## src/rtl/ate_pkg.sv

```systemverilog
package ate_pkg;

    localparam int SCREEN_ROWS          = 24;
    localparam int SCREEN_COLUMNS       = 80;
    localparam int HISTORY_LINES        = 256;
    localparam int MAX_SEQUENCE_NUMBERS = 8;

    localparam int ROW_W  = $clog2(SCREEN_ROWS);
    localparam int COL_W  = $clog2(SCREEN_COLUMNS);
    localparam int SLOT_W = (HISTORY_LINES > 1) ? $clog2(HISTORY_LINES) : 1;
    localparam int USED_W = $clog2(HISTORY_LINES + 1);
    localparam int CNT_W  = $clog2(MAX_SEQUENCE_NUMBERS + 1);
    localparam int NIDX_W = $clog2(MAX_SEQUENCE_NUMBERS);
    localparam int SCR_AW  = $clog2(SCREEN_ROWS * SCREEN_COLUMNS);
    localparam int HIST_AW = $clog2(HISTORY_LINES * SCREEN_COLUMNS);

    localparam logic [7:0] STYLE_DEFAULT = 8'h07;

    localparam logic [1:0] FUNC_FEED      = 2'd0;
    localparam logic [1:0] FUNC_VIEW_UP   = 2'd1;
    localparam logic [1:0] FUNC_VIEW_DOWN = 2'd2;
    localparam logic [1:0] FUNC_READ      = 2'd3;

    localparam logic [7:0] BYTE_BEL    = 8'h07;
    localparam logic [7:0] BYTE_BS     = 8'h08;
    localparam logic [7:0] BYTE_TAB    = 8'h09;
    localparam logic [7:0] BYTE_LF     = 8'h0A;
    localparam logic [7:0] BYTE_CR     = 8'h0D;
    localparam logic [7:0] BYTE_ESC    = 8'h1B;
    localparam logic [7:0] BYTE_SPACE  = 8'h20;
    localparam logic [7:0] BYTE_TILDE  = 8'h7E;
    localparam logic [7:0] BYTE_LBRACK = 8'h5B;
    localparam logic [7:0] BYTE_RBRACK = 8'h5D;
    localparam logic [7:0] BYTE_LPAREN = 8'h28;
    localparam logic [7:0] BYTE_RPAREN = 8'h29;
    localparam logic [7:0] BYTE_BSLASH = 8'h5C;
    localparam logic [7:0] BYTE_SEMI   = 8'h3B;
    localparam logic [7:0] BYTE_ZERO   = 8'h30;
    localparam logic [7:0] BYTE_NINE   = 8'h39;
    localparam logic [7:0] BYTE_FINAL_LO = 8'h40;

    localparam logic [7:0] CMD_SGR   = 8'h6D;
    localparam logic [7:0] CMD_POS_H = 8'h48;
    localparam logic [7:0] CMD_POS_F = 8'h66;
    localparam logic [7:0] CMD_UP    = 8'h41;
    localparam logic [7:0] CMD_DOWN  = 8'h42;
    localparam logic [7:0] CMD_RIGHT = 8'h43;
    localparam logic [7:0] CMD_LEFT  = 8'h44;
    localparam logic [7:0] CMD_ED    = 8'h4A;
    localparam logic [7:0] CMD_EL    = 8'h4B;

    typedef struct packed {
        logic              scr_re;
        logic [ROW_W-1:0]  scr_rrow;
        logic [COL_W-1:0]  scr_rcol;
        logic              scr_we;
        logic [ROW_W-1:0]  scr_wrow;
        logic [COL_W-1:0]  scr_wcol;
        logic [15:0]       scr_wdata;
        logic              hist_re;
        logic [SLOT_W-1:0] hist_slot;
        logic [COL_W-1:0]  hist_col;
        logic              hist_copy;
    } mem_req_t;

    typedef struct packed {
        logic [7:0]       cell_character;
        logic [7:0]       cell_style;
        logic             view_moved;
        logic [ROW_W-1:0] cursor_row_now;
        logic [COL_W-1:0] cursor_column_now;
    } result_t;

endpackage

```

## src/rtl/ate_ctrl.sv

```systemverilog
module ate_ctrl
    import ate_pkg::*;
(
    input  logic        clk,
    input  logic        rst_n,
    input  logic        in_valid,
    output logic        in_ready,
    input  logic [1:0]  in_func,
    input  logic [7:0]  in_byte,
    input  logic [8:0]  in_lines,
    input  logic [7:0]  in_vrow,
    input  logic [7:0]  in_vcol,
    output logic        res_valid,
    input  logic        res_ready,
    output result_t     res,
    output mem_req_t    req,
    input  logic [15:0] mem_rdata
);

    typedef enum logic [8:0] {
        ST_CLEAR  = 9'b000000001,
        ST_IDLE   = 9'b000000010,
        ST_EXEC   = 9'b000000100,
        ST_CMD    = 9'b000001000,
        ST_SGR    = 9'b000010000,
        ST_SCROLL = 9'b000100000,
        ST_KCLR   = 9'b001000000,
        ST_RESP   = 9'b010000000,
        ST_SPARE  = 9'b100000000
    } state_t;

    typedef enum logic [5:0] {
        PM_NORMAL  = 6'b000001,
        PM_ESCAPE  = 6'b000010,
        PM_CSI     = 6'b000100,
        PM_OSC     = 6'b001000,
        PM_OSC_ESC = 6'b010000,
        PM_SKIP    = 6'b100000
    } parse_t;

    state_t state_reg, state_next;
    parse_t pmode_reg, pmode_next;

    logic [1:0]  func_reg;
    logic [7:0]  byte_reg;
    logic [8:0]  lines_reg;
    logic [7:0]  vrow_reg;
    logic [7:0]  vcol_reg;

    logic [ROW_W-1:0]  cur_row_reg, cur_row_next;
    logic [COL_W-1:0]  cur_col_reg, cur_col_next;
    logic [7:0]        style_reg, style_next;
    logic [15:0]       nums_reg [MAX_SEQUENCE_NUMBERS];
    logic [15:0]       nums_next [MAX_SEQUENCE_NUMBERS];
    logic [CNT_W-1:0]  cnt_reg, cnt_next;
    logic [15:0]       acc_reg, acc_next;
    logic              seen_reg, seen_next;
    logic [SLOT_W-1:0] first_reg, first_next;
    logic [USED_W-1:0] used_reg, used_next;
    logic [USED_W-1:0] voff_reg, voff_next;
    logic [ROW_W-1:0]  top_reg, top_next;
    logic [ROW_W-1:0]  sw_row_reg, sw_row_next;
    logic [COL_W-1:0]  sw_col_reg, sw_col_next;
    logic [COL_W-1:0]  sw_last_reg, sw_last_next;
    logic [SLOT_W-1:0] slot_reg, slot_next;
    logic [NIDX_W-1:0] sgr_idx_reg, sgr_idx_next;
    logic              moved_reg, moved_next;
    logic              blank_reg, blank_next;
    logic              init_reg, init_next;

    // scratch values of the sequencer
    logic [15:0]       mode_num;
    logic [15:0]       num0;
    logic [15:0]       num1;
    logic [15:0]       amount;
    logic [ROW_W-1:0]  cur_phys;
    logic [ROW_W:0]    abs_sum;
    logic [USED_W:0]   abs_line;
    logic [USED_W:0]   lines_room;
    logic [USED_W:0]   off_sum;
    logic [SLOT_W:0]   slot_sum;
    logic [COL_W:0]    tab_next;
    logic [USED_W-1:0] used_lf;
    logic [15:0]       acc_times;
    logic              csi_final;

    function automatic logic [ROW_W-1:0] to_phys(input logic [ROW_W-1:0] lr,
                                                 input logic [ROW_W-1:0] top);
        logic [ROW_W:0] s;
        s = {1'b0, lr} + {1'b0, top};
        if (s >= (ROW_W+1)'(SCREEN_ROWS))
        begin
            s = s - (ROW_W+1)'(SCREEN_ROWS);
        end
        return s[ROW_W-1:0];
    endfunction

    function automatic logic [7:0] sgr_apply(input logic [7:0] s, input logic [15:0] p);
        logic [3:0] fg;
        logic [3:0] bg;
        fg = s[3:0];
        bg = s[7:4];
        if (p == 16'd0)
        begin
            fg = 4'd7;
            bg = 4'd0;
        end
        else if (p == 16'd1 && fg < 4'd8)
            fg = fg + 4'd8;
        else if (p == 16'd22 && fg >= 4'd8)
            fg = fg - 4'd8;
        else if (p >= 16'd30 && p <= 16'd37)
            fg = 4'(p - 16'd30);
        else if (p == 16'd39)
            fg = 4'd7;
        else if (p >= 16'd40 && p <= 16'd47)
            bg = 4'(p - 16'd40);
        else if (p == 16'd49)
            bg = 4'd0;
        else if (p >= 16'd90 && p <= 16'd97)
            fg = 4'(p - 16'd82);
        else if (p >= 16'd100 && p <= 16'd107)
            bg = 4'(p - 16'd92);
        return {bg, fg};
    endfunction

    assign in_ready  = (state_reg == ST_IDLE);
    assign res_valid = (state_reg == ST_RESP);

    assign res.cell_character    = (func_reg == FUNC_READ && !blank_reg) ? mem_rdata[7:0] : 8'd0;
    assign res.cell_style        = (func_reg == FUNC_READ && !blank_reg) ? mem_rdata[15:8] : 8'd0;
    assign res.view_moved        = moved_reg;
    assign res.cursor_row_now    = cur_row_reg;
    assign res.cursor_column_now = cur_col_reg;

    assign cur_phys = to_phys(cur_row_reg, top_reg);
    assign mode_num = (cnt_reg == '0) ? 16'd0 : nums_reg[0];
    assign num0 = (cnt_reg > CNT_W'(0) && nums_reg[0] != 16'd0) ? nums_reg[0] : 16'd1;
    assign num1 = (cnt_reg > CNT_W'(1) && nums_reg[1] != 16'd0) ? nums_reg[1] : 16'd1;
    assign acc_times = (acc_reg << 3) + (acc_reg << 1) + 16'(byte_reg - BYTE_ZERO);
    assign csi_final = (byte_reg >= BYTE_FINAL_LO) && (byte_reg <= BYTE_TILDE);
    assign tab_next  = ({1'b0, cur_col_reg} + (COL_W+1)'(8)) & ~(COL_W+1)'(7);

    always_comb
    begin
        state_next   = state_reg;
        pmode_next   = pmode_reg;
        cur_row_next = cur_row_reg;
        cur_col_next = cur_col_reg;
        style_next   = style_reg;
        nums_next    = nums_reg;
        cnt_next     = cnt_reg;
        acc_next     = acc_reg;
        seen_next    = seen_reg;
        first_next   = first_reg;
        used_next    = used_reg;
        voff_next    = voff_reg;
        top_next     = top_reg;
        sw_row_next  = sw_row_reg;
        sw_col_next  = sw_col_reg;
        sw_last_next = sw_last_reg;
        slot_next    = slot_reg;
        sgr_idx_next = sgr_idx_reg;
        moved_next   = moved_reg;
        blank_next   = blank_reg;
        init_next    = init_reg;
        req          = '0;
        amount       = num0;
        abs_sum      = '0;
        abs_line     = '0;
        lines_room   = '0;
        off_sum      = '0;
        slot_sum     = '0;
        used_lf      = used_reg;

        unique case (state_reg)
            ST_CLEAR:
            begin
                req.scr_we   = 1'b1;
                req.scr_wrow = sw_row_reg;
                req.scr_wcol = sw_col_reg;
                if (sw_col_reg == COL_W'(SCREEN_COLUMNS - 1))
                begin
                    sw_col_next = '0;
                    sw_row_next = sw_row_reg + ROW_W'(1);
                    if (sw_row_reg == ROW_W'(SCREEN_ROWS - 1))
                    begin
                        sw_row_next = '0;
                        init_next   = 1'b0;
                        state_next  = init_reg ? ST_IDLE : ST_RESP;
                    end
                end
                else
                begin
                    sw_col_next = sw_col_reg + COL_W'(1);
                end
            end

            ST_IDLE:
            begin
                if (in_valid)
                begin
                    moved_next = 1'b0;
                    blank_next = 1'b0;
                    state_next = ST_EXEC;
                end
            end

            ST_EXEC:
            begin
                state_next = ST_RESP;
                case (func_reg)
                    FUNC_FEED:
                    begin
                        unique case (pmode_reg)
                            PM_ESCAPE:
                            begin
                                if (byte_reg == BYTE_LBRACK)
                                begin
                                    pmode_next = PM_CSI;
                                    for (int i = 0; i < MAX_SEQUENCE_NUMBERS; i++)
                                    begin
                                        nums_next[i] = 16'd0;
                                    end
                                    cnt_next  = '0;
                                    acc_next  = 16'd0;
                                    seen_next = 1'b0;
                                end
                                else if (byte_reg == BYTE_RBRACK)
                                    pmode_next = PM_OSC;
                                else if (byte_reg == BYTE_LPAREN || byte_reg == BYTE_RPAREN)
                                    pmode_next = PM_SKIP;
                                else
                                    pmode_next = PM_NORMAL;
                            end
                            PM_OSC:
                            begin
                                if (byte_reg == BYTE_BEL)
                                    pmode_next = PM_NORMAL;
                                else if (byte_reg == BYTE_ESC)
                                    pmode_next = PM_OSC_ESC;
                            end
                            PM_OSC_ESC:
                            begin
                                pmode_next = (byte_reg == BYTE_BSLASH || byte_reg == BYTE_BEL)
                                           ? PM_NORMAL : PM_OSC;
                            end
                            PM_SKIP:
                            begin
                                pmode_next = PM_NORMAL;
                            end
                            PM_CSI:
                            begin
                                if (byte_reg >= BYTE_ZERO && byte_reg <= BYTE_NINE)
                                begin
                                    seen_next = 1'b1;
                                    acc_next  = acc_times;
                                end
                                else if (byte_reg == BYTE_SEMI)
                                begin
                                    if (cnt_reg < CNT_W'(MAX_SEQUENCE_NUMBERS))
                                    begin
                                        nums_next[cnt_reg[NIDX_W-1:0]] = seen_reg ? acc_reg : 16'd0;
                                        cnt_next = cnt_reg + CNT_W'(1);
                                    end
                                    acc_next  = 16'd0;
                                    seen_next = 1'b0;
                                end
                                else if (csi_final)
                                begin
                                    if (cnt_reg < CNT_W'(MAX_SEQUENCE_NUMBERS)
                                        && (seen_reg || cnt_reg == '0))
                                    begin
                                        nums_next[cnt_reg[NIDX_W-1:0]] = seen_reg ? acc_reg : 16'd0;
                                        cnt_next = cnt_reg + CNT_W'(1);
                                    end
                                    pmode_next = PM_NORMAL;
                                    state_next = ST_CMD;
                                end
                            end
                            default:
                            begin
                                if (byte_reg == BYTE_ESC)
                                    pmode_next = PM_ESCAPE;
                                else if (byte_reg == BYTE_CR)
                                    cur_col_next = '0;
                                else if (byte_reg == BYTE_BS)
                                begin
                                    if (cur_col_reg != '0)
                                        cur_col_next = cur_col_reg - COL_W'(1);
                                end
                                else if (byte_reg == BYTE_TAB)
                                begin
                                    cur_col_next = (tab_next < (COL_W+1)'(SCREEN_COLUMNS))
                                                 ? tab_next[COL_W-1:0]
                                                 : COL_W'(SCREEN_COLUMNS - 1);
                                end
                                else if (byte_reg == BYTE_LF
                                         || (byte_reg >= BYTE_SPACE && byte_reg <= BYTE_TILDE))
                                begin
                                    if (byte_reg != BYTE_LF)
                                    begin
                                        req.scr_we    = 1'b1;
                                        req.scr_wrow  = cur_phys;
                                        req.scr_wcol  = cur_col_reg;
                                        req.scr_wdata = {style_reg, byte_reg};
                                    end
                                    if (byte_reg != BYTE_LF
                                        && cur_col_reg != COL_W'(SCREEN_COLUMNS - 1))
                                    begin
                                        cur_col_next = cur_col_reg + COL_W'(1);
                                    end
                                    else
                                    begin
                                        // line feed, also on wrap at the last column
                                        if (byte_reg != BYTE_LF)
                                            cur_col_next = '0;
                                        if (cur_row_reg != ROW_W'(SCREEN_ROWS - 1))
                                            cur_row_next = cur_row_reg + ROW_W'(1);
                                        else
                                        begin
                                            if (used_reg < USED_W'(HISTORY_LINES))
                                            begin
                                                slot_sum = {1'b0, first_reg}
                                                         + (SLOT_W+1)'(used_reg);
                                                if (slot_sum >= (SLOT_W+1)'(HISTORY_LINES))
                                                    slot_sum = slot_sum
                                                             - (SLOT_W+1)'(HISTORY_LINES);
                                                slot_next = slot_sum[SLOT_W-1:0];
                                                used_lf   = used_reg + USED_W'(1);
                                                used_next = used_lf;
                                            end
                                            else
                                            begin
                                                slot_next = first_reg;
                                                if (first_reg == SLOT_W'(HISTORY_LINES - 1))
                                                    first_next = '0;
                                                else
                                                    first_next = first_reg + SLOT_W'(1);
                                            end
                                            if (voff_reg != '0 && voff_reg < used_lf)
                                                voff_next = voff_reg + USED_W'(1);
                                            sw_col_next = '0;
                                            state_next  = ST_SCROLL;
                                        end
                                    end
                                end
                            end
                        endcase
                    end

                    FUNC_VIEW_UP:
                    begin
                        lines_room = (USED_W+1)'(used_reg) - (USED_W+1)'(voff_reg);
                        off_sum    = (USED_W+1)'(voff_reg) + (USED_W+1)'(lines_reg);
                        if ((USED_W+1)'(lines_reg) > lines_room)
                            voff_next = used_reg;
                        else
                            voff_next = off_sum[USED_W-1:0];
                        moved_next = (voff_next != voff_reg);
                    end

                    FUNC_VIEW_DOWN:
                    begin
                        if ((USED_W+1)'(lines_reg) >= (USED_W+1)'(voff_reg))
                            voff_next = '0;
                        else
                            voff_next = USED_W'((USED_W+1)'(voff_reg) - (USED_W+1)'(lines_reg));
                        moved_next = (voff_next != voff_reg);
                    end

                    default:
                    begin
                        if (vrow_reg >= 8'(SCREEN_ROWS) || 9'(vcol_reg) >= 9'(SCREEN_COLUMNS))
                            blank_next = 1'b1;
                        else
                        begin
                            abs_line = (USED_W+1)'(used_reg) - (USED_W+1)'(voff_reg)
                                     + (USED_W+1)'(vrow_reg);
                            if (abs_line < (USED_W+1)'(used_reg))
                            begin
                                slot_sum = (SLOT_W+1)'(first_reg) + (SLOT_W+1)'(abs_line);
                                if (slot_sum >= (SLOT_W+1)'(HISTORY_LINES))
                                    slot_sum = slot_sum - (SLOT_W+1)'(HISTORY_LINES);
                                req.hist_re   = 1'b1;
                                req.hist_slot = slot_sum[SLOT_W-1:0];
                                req.hist_col  = vcol_reg[COL_W-1:0];
                            end
                            else
                            begin
                                abs_sum      = (ROW_W+1)'(abs_line - (USED_W+1)'(used_reg));
                                req.scr_re   = 1'b1;
                                req.scr_rrow = to_phys(abs_sum[ROW_W-1:0], top_reg);
                                req.scr_rcol = vcol_reg[COL_W-1:0];
                            end
                        end
                    end
                endcase
            end

            ST_CMD:
            begin
                state_next = ST_RESP;
                case (byte_reg)
                    CMD_SGR:
                    begin
                        if (cnt_reg == '0)
                            style_next = STYLE_DEFAULT;
                        else
                        begin
                            sgr_idx_next = '0;
                            state_next   = ST_SGR;
                        end
                    end
                    CMD_POS_H, CMD_POS_F:
                    begin
                        cur_row_next = ((num0 - 16'd1) < 16'(SCREEN_ROWS))
                                     ? ROW_W'(num0 - 16'd1) : ROW_W'(SCREEN_ROWS - 1);
                        cur_col_next = ((num1 - 16'd1) < 16'(SCREEN_COLUMNS))
                                     ? COL_W'(num1 - 16'd1) : COL_W'(SCREEN_COLUMNS - 1);
                    end
                    CMD_ED:
                    begin
                        if (mode_num == 16'd2)
                        begin
                            sw_row_next = '0;
                            sw_col_next = '0;
                            state_next  = ST_CLEAR;
                        end
                    end
                    CMD_LEFT:
                    begin
                        cur_col_next = (amount >= 16'(cur_col_reg)) ? '0
                                     : cur_col_reg - COL_W'(amount);
                    end
                    CMD_UP:
                    begin
                        cur_row_next = (amount >= 16'(cur_row_reg)) ? '0
                                     : cur_row_reg - ROW_W'(amount);
                    end
                    CMD_DOWN:
                    begin
                        cur_row_next = (amount >= 16'(SCREEN_ROWS) - 16'(cur_row_reg))
                                     ? ROW_W'(SCREEN_ROWS - 1) : cur_row_reg + ROW_W'(amount);
                    end
                    CMD_RIGHT:
                    begin
                        cur_col_next = (amount >= 16'(SCREEN_COLUMNS) - 16'(cur_col_reg))
                                     ? COL_W'(SCREEN_COLUMNS - 1) : cur_col_reg + COL_W'(amount);
                    end
                    CMD_EL:
                    begin
                        sw_row_next = cur_phys;
                        if (mode_num == 16'd1)
                        begin
                            sw_col_next  = '0;
                            sw_last_next = cur_col_reg;
                        end
                        else if (mode_num == 16'd2)
                        begin
                            sw_col_next  = '0;
                            sw_last_next = COL_W'(SCREEN_COLUMNS - 1);
                        end
                        else
                        begin
                            sw_col_next  = cur_col_reg;
                            sw_last_next = COL_W'(SCREEN_COLUMNS - 1);
                        end
                        state_next = ST_KCLR;
                    end
                    default:
                    begin
                        state_next = ST_RESP;
                    end
                endcase
            end

            ST_SGR:
            begin
                style_next = sgr_apply(style_reg, nums_reg[sgr_idx_reg]);
                sgr_idx_next = sgr_idx_reg + NIDX_W'(1);
                if (CNT_W'(sgr_idx_reg) + CNT_W'(1) >= cnt_reg)
                    state_next = ST_RESP;
            end

            ST_SCROLL:
            begin
                // read top cell for history, blank it for the new bottom row
                req.scr_re    = 1'b1;
                req.scr_rrow  = top_reg;
                req.scr_rcol  = sw_col_reg;
                req.scr_we    = 1'b1;
                req.scr_wrow  = top_reg;
                req.scr_wcol  = sw_col_reg;
                req.hist_copy = 1'b1;
                req.hist_slot = slot_reg;
                req.hist_col  = sw_col_reg;
                sw_col_next   = sw_col_reg + COL_W'(1);
                if (sw_col_reg == COL_W'(SCREEN_COLUMNS - 1))
                begin
                    sw_col_next = '0;
                    top_next    = (top_reg == ROW_W'(SCREEN_ROWS - 1)) ? '0
                                : top_reg + ROW_W'(1);
                    state_next  = ST_RESP;
                end
            end

            ST_KCLR:
            begin
                req.scr_we   = 1'b1;
                req.scr_wrow = sw_row_reg;
                req.scr_wcol = sw_col_reg;
                sw_col_next  = sw_col_reg + COL_W'(1);
                if (sw_col_reg == sw_last_reg)
                    state_next = ST_RESP;
            end

            ST_RESP:
            begin
                if (res_ready)
                    state_next = ST_IDLE;
            end

            default:
            begin
                state_next = ST_IDLE;
            end
        endcase
    end

    always_ff @(posedge clk)
    begin
        if (state_reg == ST_IDLE && in_valid)
        begin
            func_reg  <= in_func;
            byte_reg  <= in_byte;
            lines_reg <= in_lines;
            vrow_reg  <= in_vrow;
            vcol_reg  <= in_vcol;
        end
        sw_last_reg <= sw_last_next;
        slot_reg    <= slot_next;
    end

    always_ff @(posedge clk or negedge rst_n)
    begin
        if (!rst_n)
        begin
            state_reg   <= ST_CLEAR;
            pmode_reg   <= PM_NORMAL;
            cur_row_reg <= '0;
            cur_col_reg <= '0;
            style_reg   <= STYLE_DEFAULT;
            for (int i = 0; i < MAX_SEQUENCE_NUMBERS; i++)
            begin
                nums_reg[i] <= 16'd0;
            end
            cnt_reg     <= '0;
            acc_reg     <= 16'd0;
            seen_reg    <= 1'b0;
            first_reg   <= '0;
            used_reg    <= '0;
            voff_reg    <= '0;
            top_reg     <= '0;
            sw_row_reg  <= '0;
            sw_col_reg  <= '0;
            sgr_idx_reg <= '0;
            moved_reg   <= 1'b0;
            blank_reg   <= 1'b0;
            init_reg    <= 1'b1;
        end
        else
        begin
            state_reg   <= state_next;
            pmode_reg   <= pmode_next;
            cur_row_reg <= cur_row_next;
            cur_col_reg <= cur_col_next;
            style_reg   <= style_next;
            nums_reg    <= nums_next;
            cnt_reg     <= cnt_next;
            acc_reg     <= acc_next;
            seen_reg    <= seen_next;
            first_reg   <= first_next;
            used_reg    <= used_next;
            voff_reg    <= voff_next;
            top_reg     <= top_next;
            sw_row_reg  <= sw_row_next;
            sw_col_reg  <= sw_col_next;
            sgr_idx_reg <= sgr_idx_next;
            moved_reg   <= moved_next;
            blank_reg   <= blank_next;
            init_reg    <= init_next;
        end
    end

    a_state_onehot: assert property (@(posedge clk) disable iff (!rst_n)
        $onehot(state_reg)) else $error("sequencer state not one-hot");

    a_view_in_history: assert property (@(posedge clk) disable iff (!rst_n)
        voff_reg <= used_reg) else $error("view offset beyond history");

    a_cursor_on_screen: assert property (@(posedge clk) disable iff (!rst_n)
        cur_row_reg < ROW_W'(SCREEN_ROWS) && cur_col_reg < COL_W'(SCREEN_COLUMNS))
        else $error("cursor off screen");

    a_no_take_while_clearing: assert property (@(posedge clk) disable iff (!rst_n)
        init_reg |-> !in_ready) else $error("input taken during reset clear");

    a_history_first_only_when_full: assert property (@(posedge clk) disable iff (!rst_n)
        first_reg != $past(first_reg) |-> used_reg == USED_W'(HISTORY_LINES))
        else $error("history start moved before ring full");

endmodule

```

## config.mk

```make
export PLATFORM = sky130hd
export DESIGN_NAME = ate_ctrl
export DESIGN_NICKNAME = d
export VERILOG_FILES = /design/src/rtl/ate_pkg.sv /design/src/rtl/ate_ctrl.sv
export SDC_FILE = /design/constraint.sdc
export NUM_CORES = 1
export LEC_CHECK = 0
export ABC_AREA = 0
export BUFFER_PORTS_ARGS = -buffer_cell sky130_fd_sc_hd__buf_2
export CELL_PAD_IN_SITES_DETAIL_PLACEMENT = 0
export CELL_PAD_IN_SITES_GLOBAL_PLACEMENT = 2
export CORE_UTILIZATION = 36
export CTS_CLUSTER_DIAMETER = 80
export CTS_CLUSTER_SIZE = 14
export DETAILED_ROUTE_END_ITERATION = 12
export PLACE_DENSITY_LB_ADDON = 0.1
export SYNTH_ARGS = -nofsm -noshare
export SYNTH_HDL_FRONTEND = slang
export SYNTH_SLANG_ARGS = --single-unit
```

## constraint.sdc

```tcl
create_clock -name clk -period 5.2 [get_ports clk]
set_input_delay 1.04 -clock clk [delete_from_list [all_inputs] [get_ports clk]]
set_output_delay 1.04 -clock clk [all_outputs]
set_load 0.05 [all_outputs]
```

# After elaboration in Yosys (flattened, before gate mapping)
# Index checks and enable logic that the tools add are counted.
dict set report classes {
  n_addsub 43
  order_cmp 40
  n_eq_ne 110
  n_mux 201
  n_bitwise 10
  reduce_logical 63
}
# cell n
set ops {}
lappend ops {{$mux W128} 6}
lappend ops {{$mux W9} 33}
lappend ops {{$pmux W128 S2} 1}
lappend ops {{$mux W29} 8}
lappend ops {{$mux W16} 13}
lappend ops {{$mux W7} 27}
lappend ops {{$mux W8} 22}
lappend ops {{$bwmux W128} 1}
lappend ops {{$eq A8 B7 Y1 const B} 12}
lappend ops {{$mux W4} 24}
lappend ops {{$mux W5} 18}
lappend ops {{$pmux W9 S8} 1}
lappend ops {{$ne A2 B2 Y1 const B} 34}
lappend ops {{$mux W6} 9}
lappend ops {{$bmux W16 S3} 1}
lappend ops {{$demux W16 S3} 1}
lappend ops {{$mux W13} 3}
lappend ops {{$pmux W13 S3} 1}
lappend ops {{$ne A3 B3 Y1 const B} 11}
lappend ops {{$reduce_and A11 Y1} 3}
lappend ops {{$add A16 B16 Y16} 2}
lappend ops {{$eq A16 B1 Y1 const B} 2}
lappend ops {{$eq A16 B6 Y1 const B} 2}
lappend ops {{$eq A8 B4 Y1 const B} 4}
lappend ops {{other kinds (135)} 228}
dict set report totals {
  register_bits 283
  input_bits 55
  wordCells 501
}

# Logic depth before layout (Yosys ltp)
dict set report logic_depth {
  word_depth 24
  mapped_depth 22
  depth_no_buf 21
}

# Worst setup path after synthesis
# OpenSTA, ideal clock, no wires.
dict set report synth_timing {
  path_kind {register -> output}
  from {register used_reg[0]}
  to {output req[56] in the netlist's numbering}
  t_arrival_ns 4.845
  setup_slack_ns -0.685
  path_stages_with_launch 19
  cell_sequence {dfrtp_1 -> inv_1 -> ha_1 -> inv_1 -> fa_1 -> inv_1 -> fa_1 -> fa_1 -> inv_1 -> ha_1 -> a21o_1 -> a21oi_1 -> nor2b_1 -> or2_2 -> nor2_1 -> a21oi_1 -> nor3_1 -> a221oi_1 -> o31ai_1}
}
# element line_no
set synth_lines {}
lappend synth_lines {{from (decl)} ate_ctrl.sv:59} ;# logic [USED_W-1:0] used_reg, used_next;
lappend synth_lines {{from (signal assigned)} ate_ctrl.sv:584} ;# used_reg <= used_next;
lappend synth_lines {{to (decl)} ate_ctrl.sv:16} ;# output mem_req_t req,

==> impl_metrics.toml <==
[sta]
tightest_slew_ns = 1.214
hold_viol = 0
rsz0062_at_grt = "yes"
postLayoutSetupSlackWorst_ns = -0.5421
finClkSkew_ns = 0.03535
setup_violations = 29
fin_setup_tns_ns = -11.83
fin_crit_sh = 1.104
relSlewSlack = 0.1851
final.min_clock_period_ns = 5.742
slew_violations = 0
fmax_mhz = 174.2

[critical_path]
crit_buf_inv = 5
cp_slowest_stage_delay_ns = 0.55
endpoint_kind = "primary output"
critPathLaunchType = "flop"
crit_slowest_cell = "fa_1"
critPathKind = "reg -> out"
worstPathArrival_ns = 4.70
crit_top_cell = "inv_2"
critPathTopFamily = "adder cells"
cp.required_ns = 4.16
cp_max_fo = 3
crit_chain = "inv_2, ha_4, inv_2, fa_2, inv_2, fa_2, fa_1, inv_1, ha_1, a21o_1, a21oi_4, nor2b_4, or2_4, nor2_2, a21oi_1, nor3_2, a221oi_2, o31ai_4, buf_6"

[place]
dpl.hpwl_mm = 61.78
gp_congestion = 0.8805
port_buffers = 143

[layout]
drive_gt1_frac = 0.1826
nFillCells = 6136
final_common_cell = "dfrtp_1"
largest_register_ffs = 128
area_delta_synth_final_pct = 16.45
fin_nets = 2924
final_cell_mix = "dfrtp_1 (223), ha_1 (198), nand2_1 (191)"

[grt]
antenna_found_initial = 2
grt_overflow = 0
grt_pass1_wl_mm = 122.9
grt_pass1_vias = 20044
grt_max_degree = 90
grt_use_total = 0.2501

[job]
maxCapViolations = 0

[power_and_ir_drop]
p_sw_mw = 4.748
p_leak_nw = 11.98
internal_power_mw = 6.451
power_mw = 11.20
pwr-share-seq = 0.231
powerDensity_nw_per_um2 = 422.6
power.share.combinational = 0.584
p_sw_frac = 0.4240
clockPowerShare = 0.185
vdd_ir_drop_max_uv = 314.0

[detailed_routing]
routed_wl_mm = 80.47
drt_iter0_drc = 1438
routed_via_density = 5.720
postRouteAntennaNets = 0
avgRoutedWirePerCell_um = 23.03
dr.pass1.iters = 5
drc_errors = 0
route.vias.total = 19992

[yosys]
netlist_instances = 2473
syn_area_per_cell_sq_um = 9.202
yosysUniqueCellTypes = 100
netlist_area_sq_um = 22760
synth_nets = 2757
ys_ff_latch = 282
synth_edf_count = 50
yosys_warnings = 0
ys_seq_area_frac = 0.3214
async_flop_share = 0.8227
synth_flop_cell = "dfrtp_1"

[run_status]
status = "finished with violations"
violations = "negative setup slack"

[cts]
cts-root-buf = "clkbuf_16"
numCtsBuffers = 29
clock_latency_ns = 0.60
cts_max_path_buffers = 3
path_clk_slew_ns = 0.08
cts.sinks = 282
htree_num_levels = 1
hold_buffers = 0
cts_tree = "built"

[floorplan]
die-area_sq_um = 64220
die_w_um = 253.4
core_area_sq_um = 62050
rows = 91
initial_core_util = 0.3667
die_h_um = 253.4
ioPinCount = 145

[hold_path]
hold_class = "in -> async"
[cell type report]
cell class              instances  area (sq um)  share of cell area
diodes                          2         5.005           0.0001889
well taps                     837          1047             0.03952
multi-input cells            1908         14700              0.5547
inverters                     149         559.3             0.02111
clock buffers                  35         758.2             0.02861
flip-flops and latches        282          7318              0.2762
repair buffers                270          1984             0.07489
clock inverters                12         127.6            0.004816
[through the flow]
stage	cell area, sq um	std cells	setup slack, ns	utilization	hold WS (ns)
finish	26500	3495	-0.5421	0.4270	0.4475
global placement	24910	3428	-0.2182	0.4015	0.4661
floorplan	22930	2473	-0.2589	-	0.4481
detailed placement	24910	3428	-0.3042	0.4015	0.4763
CTS	26330	3485	-0.5936	0.4244	0.4704
global route	26490	3493	-0.7029	0.4270	0.5046
[cell usage after synthesis, types with 14 or more instances]
cell type | count | area share
a21oi_1 | 155 | 0.034
a31oi_1 | 29 | 0.0080
a22o_1 | 148 | 0.057
o211ai_1 | 25 | 0.0082
fa_1 | 26 | 0.023
and2_1 | 46 | 0.013
clkbuf_1 | 77 | 0.013
nor2_1 | 149 | 0.025
nor2b_1 | 29 | 0.0080
a211oi_1 | 16 | 0.0053
nand2b_1 | 25 | 0.0069
xor2_1 | 36 | 0.014
o21bai_1 | 17 | 0.0056
xnor2_1 | 79 | 0.030
edfxtp_1 | 50 | 0.066
nand2_1 | 191 | 0.032
mux2i_1 | 18 | 0.0079
inv_1 | 145 | 0.024
buf_1 | 16 | 0.0026
o21a_1 | 22 | 0.0073
nand3_1 | 62 | 0.014
and3_1 | 22 | 0.0060
dfrtp_1 | 226 | 0.25
buf_2 | 17 | 0.0037
buf_4 | 14 | 0.0046
nor4_1 | 18 | 0.0049
nor3_1 | 68 | 0.015
o31ai_1 | 24 | 0.0079
nand4_1 | 28 | 0.0077
mux4_2 | 28 | 0.028
a21o_1 | 55 | 0.018
o21ai_0 | 150 | 0.033
ha_1 | 203 | 0.11
[power groups by stage]
stage	Sequential (mW)	Combinational, mW	Clock (mW)
3_5_place_dp	2.63	5.44	0
3_3_place_gp	2.63	5.38	0
4_1_cts	2.59	6.25	2.13
6_report	2.59	6.54	2.07
5_1_grt	2.61	7.15	2.20
2_1_floorplan	2.65	3.52	0
[worst register-to-register path: stages, from the launching register on]
cell and delay (ns):
dfrtp_1 0.39, inv_2 0.08, ha_4 0.13, inv_2 0.03, fa_2 0.36, a21o_1 0.18
a21oi_2 0.19, o21bai_1 0.11, a21oi_2 0.20, xnor2_2 0.16, buf_4 0.15, buf_4 0.10
inv_1 0.04, ha_1 0.28, o21a_1 0.10, o21ai_0 0.07, a31oi_1 0.21, o21ba_2 0.31
nand2_1 0.26, a21o_1 0.22, a2111oi_0 0.48, nand4_1 0.19, o21a_1 0.22
[cells by family (layout without fill, tap and decap cells)]
kind of cell / Yosys count / in the layout / share of synthesized area
buffers and inverters: 283 / 466 / 0.05322
adders and majority gates: 229 / 229 / 0.1345
and+or+nand+nor: 741 / 741 / 0.1718
xor gates and xnor gates: 115 / 115 / 0.04426
AOI/OAI and AO/OA: 763 / 763 / 0.2322
other: 1 / 3 / 0.0001648
DFF: 282 / 282 / 0.3214
muxes: 59 / 59 / 0.04245
[timing repair]
item	in CTS	in global routing
endpoints found under the setup margin	29	29
gates cloned	2	0
pin swaps	41	30
resized for setup	126	28
setup buffers	8	11
[worst paths after layout]
| kind | slack [ns] | start | endpoint | cells after the start |
|---|---|---|---|---|
| setup / recovery | -0.54 | used_reg[0] | req[56] | 19 |
| hold / removal | 0.45 | rst_n | top_reg[0] | 1 |
| setup reg to reg | 0.62 | used_reg[0] | moved_reg | 22 |
| hold reg to reg | 0.49 | init_reg | init_reg | 1 |
| max in group asynchronous | 3.51 | rst_n | style_reg[3] | 2 |
| min in group clk | 0.49 | init_reg | init_reg | 1 |
[metal layers]
layer  wire [um]  GRT usage  part of all wire
met3        3325    0.02991             0.041
met1       36370     0.3313              0.45
met2       38080     0.4200              0.47
met4        2675    0.08398             0.033
met5          28          0           0.00035
Note: power is estimated with default switching activity, not from simulation.
